## config.mk

```make
export PLATFORM = sky130hd
export DESIGN_NAME = lagrange_basis_value_and_slope_top_flat
export DESIGN_NICKNAME = d
export VERILOG_FILES = /design/src/lbv_pkg.sv /design/src/lbv_point_if.sv /design/src/lbv_basis_if.sv /design/src/lagrange_basis_value_and_slope_top.sv /design/src/flat_wrapper.sv
export SDC_FILE = /design/constraint.sdc
export NUM_CORES = 2
export LEC_CHECK = 0
export BUFFER_PORTS_ARGS = -buffer_cell sky130_fd_sc_hd__buf_2
export CORE_MARGIN = 1.5
export CORE_UTILIZATION = 30
export DETAILED_ROUTE_END_ITERATION = 10
export SYNTH_ARGS = -nofsm -noshare
export SYNTH_HDL_FRONTEND = slang
export SYNTH_SLANG_ARGS = --single-unit
```

## constraint.sdc

```tcl
create_clock -name i_clk -period 12.99 [get_ports i_clk]
set_clock_uncertainty 0.1 [all_clocks]
set_input_delay 3.2475 -clock i_clk [delete_from_list [all_inputs] [get_ports i_clk]]
set_output_delay 3.2475 -clock i_clk [all_outputs]
set_load 0.005 [all_outputs]
```

## src/lbv_pkg.sv

```systemverilog
// Package for the Lagrange basis value/slope block.
// Shared widths and fixed-point constants; no dependencies.
package lbv_pkg;

    localparam int LBV_MAX_ORDER_DEF = 8;   // default order limit
    localparam int LBV_ORDER_W       = 4;   // poly_order register width
    localparam int LBV_X_W           = 16;  // point_x width (Q2.14)
    localparam int LBV_X_FRAC        = 14;  // fraction bits of point_x
    localparam int LBV_IDX_W         = 4;   // basis_index width
    localparam int LBV_OUT_W         = 32;  // Q16.16 result width
    localparam int LBV_ONE_FRAC      = 24;  // running products are Q.24
    localparam int LBV_PCAP_BITS     = 42;  // product magnitude cap is 2^42
    localparam int LBV_RND_SHIFT     = 8;   // Q.24 -> Q16.16
    localparam int LBV_DIV_BITS      = 8;   // quotient bits per divider cycle

endpackage

```

## src/lbv_point_if.sv

```systemverilog
// Input channel of the Lagrange basis block: one evaluation point per word.
// Depends on lbv_pkg.
interface lbv_point_if import lbv_pkg::*; ();
    logic                      valid;
    logic                      ready;
    logic signed [LBV_X_W-1:0] point_x;

    modport source (output valid, point_x, input ready);
    modport sink   (input valid, point_x, output ready);
endinterface

```

## src/lbv_basis_if.sv

```systemverilog
// Output channel of the Lagrange basis block: one basis result per word.
// Depends on lbv_pkg.
interface lbv_basis_if import lbv_pkg::*; ();
    logic                        valid;
    logic                        ready;
    logic        [LBV_IDX_W-1:0] basis_index;
    logic signed [LBV_OUT_W-1:0] basis_value;
    logic signed [LBV_OUT_W-1:0] basis_slope;
    logic                        last_of_run;

    modport source (output valid, basis_index, basis_value, basis_slope, last_of_run,
                    input ready);
    modport sink   (input valid, basis_index, basis_value, basis_slope, last_of_run,
                    output ready);
endinterface

```

## src/lagrange_basis_value_and_slope_top.sv

```systemverilog
// Lagrange basis value and slope on equispaced nodes, one shared multiply/divide unit.
// Each product step runs pick, 2 multiply halves, divider load, divider steps of 8 bits
// each and writeback; a point of order n also passes accept, setup, skips and emit, and
// waits in emit while the output word is held. One point at a time; i_point.ready is
// high only while idle. Synchronous active-low reset: order register to 1, sequencer
// idle, output word empty.
module lagrange_basis_value_and_slope_top import lbv_pkg::*; #(
    parameter int MAX_ORDER = LBV_MAX_ORDER_DEF
) (
    input  logic                   i_clk,
    input  logic                   i_rst_n,
    input  logic                   i_cfg_we,
    input  logic [LBV_ORDER_W-1:0] i_cfg_wdata,
    lbv_point_if.sink              i_point,
    lbv_basis_if.source            o_basis
);

    localparam int CNT_W     = $clog2(MAX_ORDER + 2);
    localparam int D_W       = $clog2(MAX_ORDER + 1);
    localparam int REM_W     = D_W + 1;
    localparam int AW        = $clog2(MAX_ORDER * 3 * (2 ** LBV_X_FRAC) + 1);
    localparam int A_W       = AW + 1;
    localparam int P_W       = LBV_PCAP_BITS + 1;
    localparam int LO_W      = (P_W + 1) / 2;
    localparam int ACC_W     = P_W + AW;
    localparam int DIV_W     = ((ACC_W - 1 + LBV_DIV_BITS - 1) / LBV_DIV_BITS) * LBV_DIV_BITS;
    localparam int DIV_STEPS = DIV_W / LBV_DIV_BITS;
    localparam int DCNT_W    = $clog2(DIV_STEPS + 1);
    localparam int SL_W      = P_W + $clog2(MAX_ORDER + 1);

    localparam logic [P_W-1:0]   P_ONE   = P_W'(1) << LBV_ONE_FRAC;
    localparam logic [P_W-1:0]   P_CAP   = P_W'(1) << LBV_PCAP_BITS;
    localparam logic [DIV_W-1:0] DVD_CAP = DIV_W'(1) << LBV_PCAP_BITS;

    typedef enum logic [3:0] {
        S_IDLE, S_SETUP, S_PICK, S_MUL_LO, S_MUL_HI, S_DIV_LOAD, S_DIV, S_POST, S_EMIT
    } t_state;

    // Q.24 magnitude with sign to Q16.16, round half away, saturate
    function automatic logic [LBV_OUT_W-1:0] to_q16(input logic neg,
                                                   input logic [SL_W-1:0] mag);
        logic [SL_W-1:0] m;
        logic [SL_W-1:0] neg_lim;
        logic [SL_W-1:0] pos_lim;
        begin
            neg_lim = SL_W'(1) << (LBV_OUT_W - 1);
            pos_lim = neg_lim - SL_W'(1);
            m = (mag + (SL_W'(1) << (LBV_RND_SHIFT - 1))) >> LBV_RND_SHIFT;
            if (neg) begin
                if (m > neg_lim) m = neg_lim;
                to_q16 = LBV_OUT_W'(0) - m[LBV_OUT_W-1:0];
            end else begin
                if (m > pos_lim) m = pos_lim;
                to_q16 = m[LBV_OUT_W-1:0];
            end
        end
    endfunction

    t_state                    r_state;
    logic [LBV_ORDER_W-1:0]    r_order;
    logic signed [LBV_X_W-1:0] r_x;
    logic [CNT_W-1:0]          r_n;
    logic signed [A_W-1:0]     r_nx;
    logic [CNT_W-1:0]          r_i;
    logic [CNT_W-1:0]          r_j;
    logic [CNT_W-1:0]          r_k;
    logic                      r_slope_ph;
    logic                      r_p_neg;
    logic [P_W-1:0]            r_p_mag;
    logic                      r_phi_neg;
    logic [P_W-1:0]            r_phi_mag;
    logic [SL_W-1:0]           r_slope;
    // shared unit operands
    logic [AW-1:0]             r_nmag;
    logic [D_W-1:0]            r_d;
    logic                      r_neg;
    logic                      r_shift_hi;
    logic                      r_scale;
    logic [ACC_W-1:0]          r_acc;
    logic [DIV_W-1:0]          r_dvd;
    logic [REM_W-1:0]          r_rem;
    logic [DCNT_W-1:0]         r_dcnt;
    // output word
    logic                      r_out_valid;
    logic [LBV_IDX_W-1:0]      r_out_index;
    logic [LBV_OUT_W-1:0]      r_out_value;
    logic [LBV_OUT_W-1:0]      r_out_slope;
    logic                      r_out_last;

    logic [CNT_W-1:0]          n_ord;
    logic signed [A_W-1:0]     a_off;
    logic signed [A_W-1:0]     a_sum;
    logic                      a_neg;
    logic [AW-1:0]             a_mag;
    logic [D_W-1:0]            dj_mag;
    logic [D_W-1:0]            dk_mag;
    logic [ACC_W-1:0]          lo_ext;
    logic [ACC_W-1:0]          hi_ext;
    logic [ACC_W-1:0]          num_ext;
    logic [ACC_W-1:0]          mul_half;
    logic [ACC_W-1:0]          mul_prod;
    logic [ACC_W-1:0]          bias;
    logic [DIV_W-1:0]          dvd_load;
    logic [REM_W-1:0]          div_rem;
    logic [DIV_W-1:0]          div_q;
    logic [P_W-1:0]            q_mag;
    logic                      q_neg;
    logic [SL_W-1:0]           q_ext;
    logic [SL_W-1:0]           q_signed;
    logic [SL_W-1:0]           slope_mag;

    always_comb begin
        if (r_order == '0) begin
            n_ord = CNT_W'(1);
        end else if (r_order > MAX_ORDER) begin
            n_ord = CNT_W'(MAX_ORDER);
        end else begin
            n_ord = CNT_W'(r_order);
        end
    end

    // numerator a_j = n*x + 16384*(n - 2j)
    assign a_off  = (A_W'(r_n) - A_W'({r_j, 1'b0})) << LBV_X_FRAC;
    assign a_sum  = r_nx + a_off;
    assign a_neg  = a_sum[A_W-1];
    assign a_mag  = AW'(a_neg ? -a_sum : a_sum);
    assign dj_mag = D_W'((r_j > r_i) ? (r_j - r_i) : (r_i - r_j));
    assign dk_mag = D_W'((r_k > r_i) ? (r_k - r_i) : (r_i - r_k));

    // 43-bit magnitude split in two halves through one multiplier
    assign lo_ext   = ACC_W'(r_p_mag[LO_W-1:0]);
    assign hi_ext   = ACC_W'(r_p_mag[P_W-1:LO_W]);
    assign num_ext  = ACC_W'(r_nmag);
    assign mul_half = (r_state == S_MUL_HI) ? hi_ext : lo_ext;
    assign mul_prod = mul_half * num_ext;
    // half the divisor, added before the floor division
    assign bias    = r_shift_hi ? (ACC_W'(r_d) << LBV_X_FRAC) : ACC_W'(r_d);
    assign dvd_load = r_shift_hi ? DIV_W'(r_acc >> (LBV_X_FRAC + 1)) : DIV_W'(r_acc >> 1);

    // restoring division by the small divisor, several quotient bits per cycle
    always_comb begin
        div_rem = r_rem;
        div_q   = r_dvd;
        for (int b = 0; b < LBV_DIV_BITS; b++) begin
            div_rem = {div_rem[REM_W-2:0], div_q[DIV_W-1]};
            div_q   = {div_q[DIV_W-2:0], 1'b0};
            if (div_rem >= REM_W'(r_d)) begin
                div_rem  = div_rem - REM_W'(r_d);
                div_q[0] = 1'b1;
            end
        end
    end

    assign q_mag     = (r_dvd > DVD_CAP) ? P_CAP : r_dvd[P_W-1:0];
    assign q_neg     = r_neg & (q_mag != '0);
    assign q_ext     = SL_W'(q_mag);
    assign q_signed  = q_neg ? (~q_ext + SL_W'(1)) : q_ext;
    assign slope_mag = r_slope[SL_W-1] ? (~r_slope + SL_W'(1)) : r_slope;

    always_ff @(posedge i_clk) begin
        if (!i_rst_n) begin
            r_state     <= S_IDLE;
            r_order     <= LBV_ORDER_W'(1);
            r_out_valid <= 1'b0;
        end else begin
            if (i_cfg_we) begin
                r_order <= i_cfg_wdata;
            end
            if (r_state == S_EMIT && (!r_out_valid || o_basis.ready)) begin
                r_out_valid <= 1'b1;
            end else if (o_basis.ready) begin
                r_out_valid <= 1'b0;
            end

            case (r_state)
                S_IDLE: begin
                    if (i_point.valid) begin
                        r_x     <= i_point.point_x;
                        r_n     <= n_ord;
                        r_state <= S_SETUP;
                    end
                end

                S_SETUP: begin
                    r_nx       <= A_W'($signed({1'b0, r_n})) * A_W'(r_x);
                    r_i        <= '0;
                    r_j        <= '0;
                    r_slope_ph <= 1'b0;
                    r_p_neg    <= 1'b0;
                    r_p_mag    <= P_ONE;
                    r_slope    <= '0;
                    r_state    <= S_PICK;
                end

                S_PICK: begin
                    if (!r_slope_ph) begin
                        if (r_j > r_n) begin
                            r_phi_neg  <= r_p_neg;
                            r_phi_mag  <= r_p_mag;
                            r_slope_ph <= 1'b1;
                            r_k        <= '0;
                            r_j        <= '0;
                            r_p_neg    <= 1'b0;
                            r_p_mag    <= P_ONE;
                        end else if (r_j == r_i) begin
                            r_j <= r_j + CNT_W'(1);
                        end else begin
                            r_nmag     <= a_mag;
                            r_d        <= dj_mag;
                            r_neg      <= r_p_neg ^ a_neg ^ (r_j > r_i);
                            r_shift_hi <= 1'b1;
                            r_scale    <= 1'b0;
                            r_state    <= S_MUL_LO;
                        end
                    end else begin
                        if (r_k > r_n) begin
                            r_state <= S_EMIT;
                        end else if (r_k == r_i) begin
                            r_k <= r_k + CNT_W'(1);
                        end else if (r_j > r_n) begin
                            // slope term: scale by n / (2*(i-k))
                            r_nmag     <= AW'(r_n);
                            r_d        <= dk_mag;
                            r_neg      <= r_p_neg ^ (r_k > r_i);
                            r_shift_hi <= 1'b0;
                            r_scale    <= 1'b1;
                            r_state    <= S_MUL_LO;
                        end else if (r_j == r_i || r_j == r_k) begin
                            r_j <= r_j + CNT_W'(1);
                        end else begin
                            r_nmag     <= a_mag;
                            r_d        <= dj_mag;
                            r_neg      <= r_p_neg ^ a_neg ^ (r_j > r_i);
                            r_shift_hi <= 1'b1;
                            r_scale    <= 1'b0;
                            r_state    <= S_MUL_LO;
                        end
                    end
                end

                S_MUL_LO: begin
                    r_acc   <= mul_prod + bias;
                    r_state <= S_MUL_HI;
                end

                S_MUL_HI: begin
                    r_acc   <= r_acc + (mul_prod << LO_W);
                    r_state <= S_DIV_LOAD;
                end

                S_DIV_LOAD: begin
                    r_dvd   <= dvd_load;
                    r_rem   <= '0;
                    r_dcnt  <= '0;
                    r_state <= S_DIV;
                end

                S_DIV: begin
                    r_dvd  <= div_q;
                    r_rem  <= div_rem;
                    r_dcnt <= r_dcnt + DCNT_W'(1);
                    if (r_dcnt == DCNT_W'(DIV_STEPS - 1)) begin
                        r_state <= S_POST;
                    end
                end

                S_POST: begin
                    if (r_scale) begin
                        r_slope <= r_slope + q_signed;
                        r_p_neg <= 1'b0;
                        r_p_mag <= P_ONE;
                        r_j     <= '0;
                        r_k     <= r_k + CNT_W'(1);
                    end else begin
                        r_p_neg <= q_neg;
                        r_p_mag <= q_mag;
                        r_j     <= r_j + CNT_W'(1);
                    end
                    r_state <= S_PICK;
                end

                S_EMIT: begin
                    if (!r_out_valid || o_basis.ready) begin
                        r_out_index <= LBV_IDX_W'(r_i);
                        r_out_value <= to_q16(r_phi_neg, SL_W'(r_phi_mag));
                        r_out_slope <= to_q16(r_slope[SL_W-1], slope_mag);
                        r_out_last  <= (r_i == r_n);
                        if (r_i == r_n) begin
                            r_state <= S_IDLE;
                        end else begin
                            r_i        <= r_i + CNT_W'(1);
                            r_j        <= '0;
                            r_slope_ph <= 1'b0;
                            r_p_neg    <= 1'b0;
                            r_p_mag    <= P_ONE;
                            r_slope    <= '0;
                            r_state    <= S_PICK;
                        end
                    end
                end

                default: begin
                    r_state <= S_IDLE;
                end
            endcase
        end
    end

    assign i_point.ready       = (r_state == S_IDLE);
    assign o_basis.valid       = r_out_valid;
    assign o_basis.basis_index = r_out_index;
    assign o_basis.basis_value = r_out_value;
    assign o_basis.basis_slope = r_out_slope;
    assign o_basis.last_of_run = r_out_last;

endmodule
```

## src/flat_wrapper.sv

```systemverilog
// flat-port wrapper written by rule: the top's interface ports become plain ports
module lagrange_basis_value_and_slope_top_flat import lbv_pkg::*;
#(
    parameter int MAX_ORDER = LBV_MAX_ORDER_DEF
)
  (i_clk, i_rst_n, i_cfg_we, i_cfg_wdata, i_point_valid, i_point_point_x, i_point_ready, o_basis_valid, o_basis_basis_index, o_basis_basis_value, o_basis_basis_slope, o_basis_last_of_run, o_basis_ready);
  lbv_point_if i_point_i ();
  lbv_basis_if o_basis_i ();
  input  logic i_clk;
  input  logic i_rst_n;
  input  logic i_cfg_we;
  input  logic [LBV_ORDER_W-1:0] i_cfg_wdata;
  input wire logic [$bits(i_point_i.valid)-1:0] i_point_valid;
  input wire logic [$bits(i_point_i.point_x)-1:0] i_point_point_x;
  output wire logic [$bits(i_point_i.ready)-1:0] i_point_ready;
  output wire logic [$bits(o_basis_i.valid)-1:0] o_basis_valid;
  output wire logic [$bits(o_basis_i.basis_index)-1:0] o_basis_basis_index;
  output wire logic [$bits(o_basis_i.basis_value)-1:0] o_basis_basis_value;
  output wire logic [$bits(o_basis_i.basis_slope)-1:0] o_basis_basis_slope;
  output wire logic [$bits(o_basis_i.last_of_run)-1:0] o_basis_last_of_run;
  input wire logic [$bits(o_basis_i.ready)-1:0] o_basis_ready;
  assign i_point_i.valid = i_point_valid;
  assign i_point_i.point_x = i_point_point_x;
  assign i_point_ready = i_point_i.ready;
  assign o_basis_valid = o_basis_i.valid;
  assign o_basis_basis_index = o_basis_i.basis_index;
  assign o_basis_basis_value = o_basis_i.basis_value;
  assign o_basis_basis_slope = o_basis_i.basis_slope;
  assign o_basis_last_of_run = o_basis_i.last_of_run;
  assign o_basis_i.ready = o_basis_ready;
  lagrange_basis_value_and_slope_top #(.MAX_ORDER(MAX_ORDER)) u_core (.i_clk(i_clk), .i_rst_n(i_rst_n), .i_cfg_we(i_cfg_we), .i_cfg_wdata(i_cfg_wdata), .i_point(i_point_i), .o_basis(o_basis_i));
endmodule
```

==> reports/results.ini <==
[final_layout]
drive_gt1_share_pct = 6.38
final_nets = 5920
final_cells = 7253
fill_cells = 15928
register_area_um2 = 12500
syn_to_final_growth_pct = 9.54
multi_input_area_um2 = 31300

[setup_path]
critPathMaxStageDelay_ns = 0.41
critPathMaxFanout = 8
cp-end-kind = flop
crit_top_cell = ha_1
cp_data_required_time_ns = 13.24
start_kind = flop
crit_type = reg -> reg
crit_arrival_ns = 12.59
slowest_stage = mux2_2
path_buf_inv = 6
crit_family = compound AO/OA/AOI/OAI gates

[sta]
final-hold-violation-count = 0
min_period_over_period_pct = 95.0
fin_setup_tns_ns = 0
finalCriticalPeriod_ns = 12.34
tightest_slew_ns = 1.20
setup_violations = 0
slew_headroom_pct = 19.7
slew_viol_final = 0
fmax_ghz = 0.0811

[grt]
grt_pass1_wl_um = 203000
grt-ovfl-total = 0
first_global_vias = 35681
antenna_found_initial = 2
track_usage_pct = 16.0
grt_max_degree = 117

[placed_design]
dp_cells = 7161
hpwl_um = 98700
port_buffers = 95
place.gp.congestion = 0.936

[floorplanning]
row_count = 144
start_util_pct = 30.2
die_w_um = 397
pin_count = 96
coreArea_um2 = 154000
die-area_um2 = 158000
die_h_um = 397

[logic_synthesis]
netlist_area_um2 = 46600
synth_edf_count = 409
ys_ff_latch = 418
synth_flop_cell = edfxtp_1
synth_top_area_share_pct = 26.4
seq_area_frac_synth_pct = 26.8
syn_avg_cell_area_um2 = 8.99
synth.most_common_cell = nand2_1
yosysWarningCount = 0
synth_cell_types = 106
synth_top_cells_by_area = edfxtp_1 (26%), fa_1 (17%), ha_1 (9.0%), nand2_1 (5.7%), inv_1 (4.4%)
synthCells = 5181
syn_nets = 5930
synth_common_cells = nand2_1 (702), inv_1 (543), edfxtp_1 (409)
yosys.area.top_type = edfxtp_1
async_flop_share_pct = 0

[run_status]
status = finished, final reports clean

[detailed_routing]
vias = 37205
wl_per_cell_um = 17.8
drtPass1Iterations = 6
vias_per_cell = 5.13
wl_um = 129000
drc = 0
postRouteAntennaNets = 0
initialDrtViolationCount = 2747

[clock_tree]
numClockSinks = 418
cts_max_level = 2
clk_pin_slew_ns = 0.06
ctsHoldBuffers = 0
numCtsBuffers = 48
root_buffer = clkbuf_16
worstSkewPairLatency_ns = 0.64
cts_tree = done
clockBufferDepth = 3

[run]
drv_cap = 0

[hold_path]
hold_class = reg -> reg

[state kept, by name, indices dropped and copies added, names as in the netlist, 16 cells and up]
name / flops
u_core.o_basis.basis_slope: 32
u_core.o_basis.basis_value: 32
u_core.r_acc: 61
u_core.r_dvd: 64
u_core.r_nmag: 19
u_core.r_nx: 20
u_core.r_p_mag: 43
u_core.r_phi_mag: 36
u_core.r_slope: 47
u_core.r_x: 16
[placed cells by master (no fill, tap or decap), drive strengths merged, types with 76 or more instances in the layout]
cell    instances
ha            335
inv           546
a21o           84
nor3          128
nand2         703
a21oi         245
mux2i          76
and3           88
and2          213
xnor2         183
nand3          97
fa            389
nor2          350
xor2          154
edfxtp        409
buf           159
o21ai         255
[routing by layer]
metal  wire length (µm)  vias up  global-route usage, %
met3               7660      154                   1.89
met5                  0        -                      0
li1                   -    17732                      -
met4               2620        0                   3.63
met1              58300    18240                   22.4
met2              60300     1079                   26.4
[final timing paths]
| path | from | end | slack [ns] | cells after the start |
|---|---|---|---|---|
| min | u_core.r_p_mag[39] | u_core.r_phi_mag[39] | 0.37 | 0 |
| max reg2reg | u_core.r_d[1] | u_core.r_rem[3] | 0.65 | 63 |
| max | u_core.r_d[1] | u_core.r_rem[3] | 0.65 | 63 |
| min reg2reg | u_core.r_p_mag[39] | u_core.r_phi_mag[39] | 0.37 | 0 |
[through the flow]
| step | utilization (%) | hold slack (ns) | area [µm²] | setup WS, ns |
|---|---|---|---|---|
| 2_1_floorplan | - | 0.318 | 46600 | 0.322 |
| 3_3_place_gp | 32.0 | 0.345 | 49300 | 0.0980 |
| 4_1_cts | 33.1 | 0.365 | 50900 | 0.00545 |
| 3_5_place_dp | 32.0 | 0.351 | 49300 | -0.256 |
| 6_report | 33.1 | 0.369 | 51000 | 0.652 |
| 5_1_grt | 33.1 | 0.382 | 51000 | -0.0888 |
[repair_timing]
| action | 4_1_cts | 5_1_grt |
|---|---|---|
| gates resized for setup | 5 | 17 |
| pin swaps | 0 | 4 |
| endpoints found under the setup margin | 5 | 5 |
| buffers inserted | 0 | 4 |
[final cells by class]
type / count / area share, %
antenna: 2 / 0.00981
sequential: 418 / 24.4
clock buffer: 54 / 2.40
clock inverter: 32 / 0.802
inverter: 545 / 4.01
tap: 2044 / 5.01
multi-input combinational: 3999 / 61.5
timing repair buffer: 159 / 1.87
[cell families after synthesis]
| group | Yosys count | synth area share (%) |
|---|---|---|
| compound gates | 934 | 12.9 |
| xor+xnor | 337 | 6.36 |
| fa+ha+maj | 724 | 25.7 |
| buf+inv | 764 | 6.24 |
| flops | 418 | 26.8 |
| mux | 86 | 1.88 |
| simple gates | 1918 | 20.1 |
Power is not shown: default switching activity piles up to over one toggle a cycle in this logic, so the estimate is an artifact.
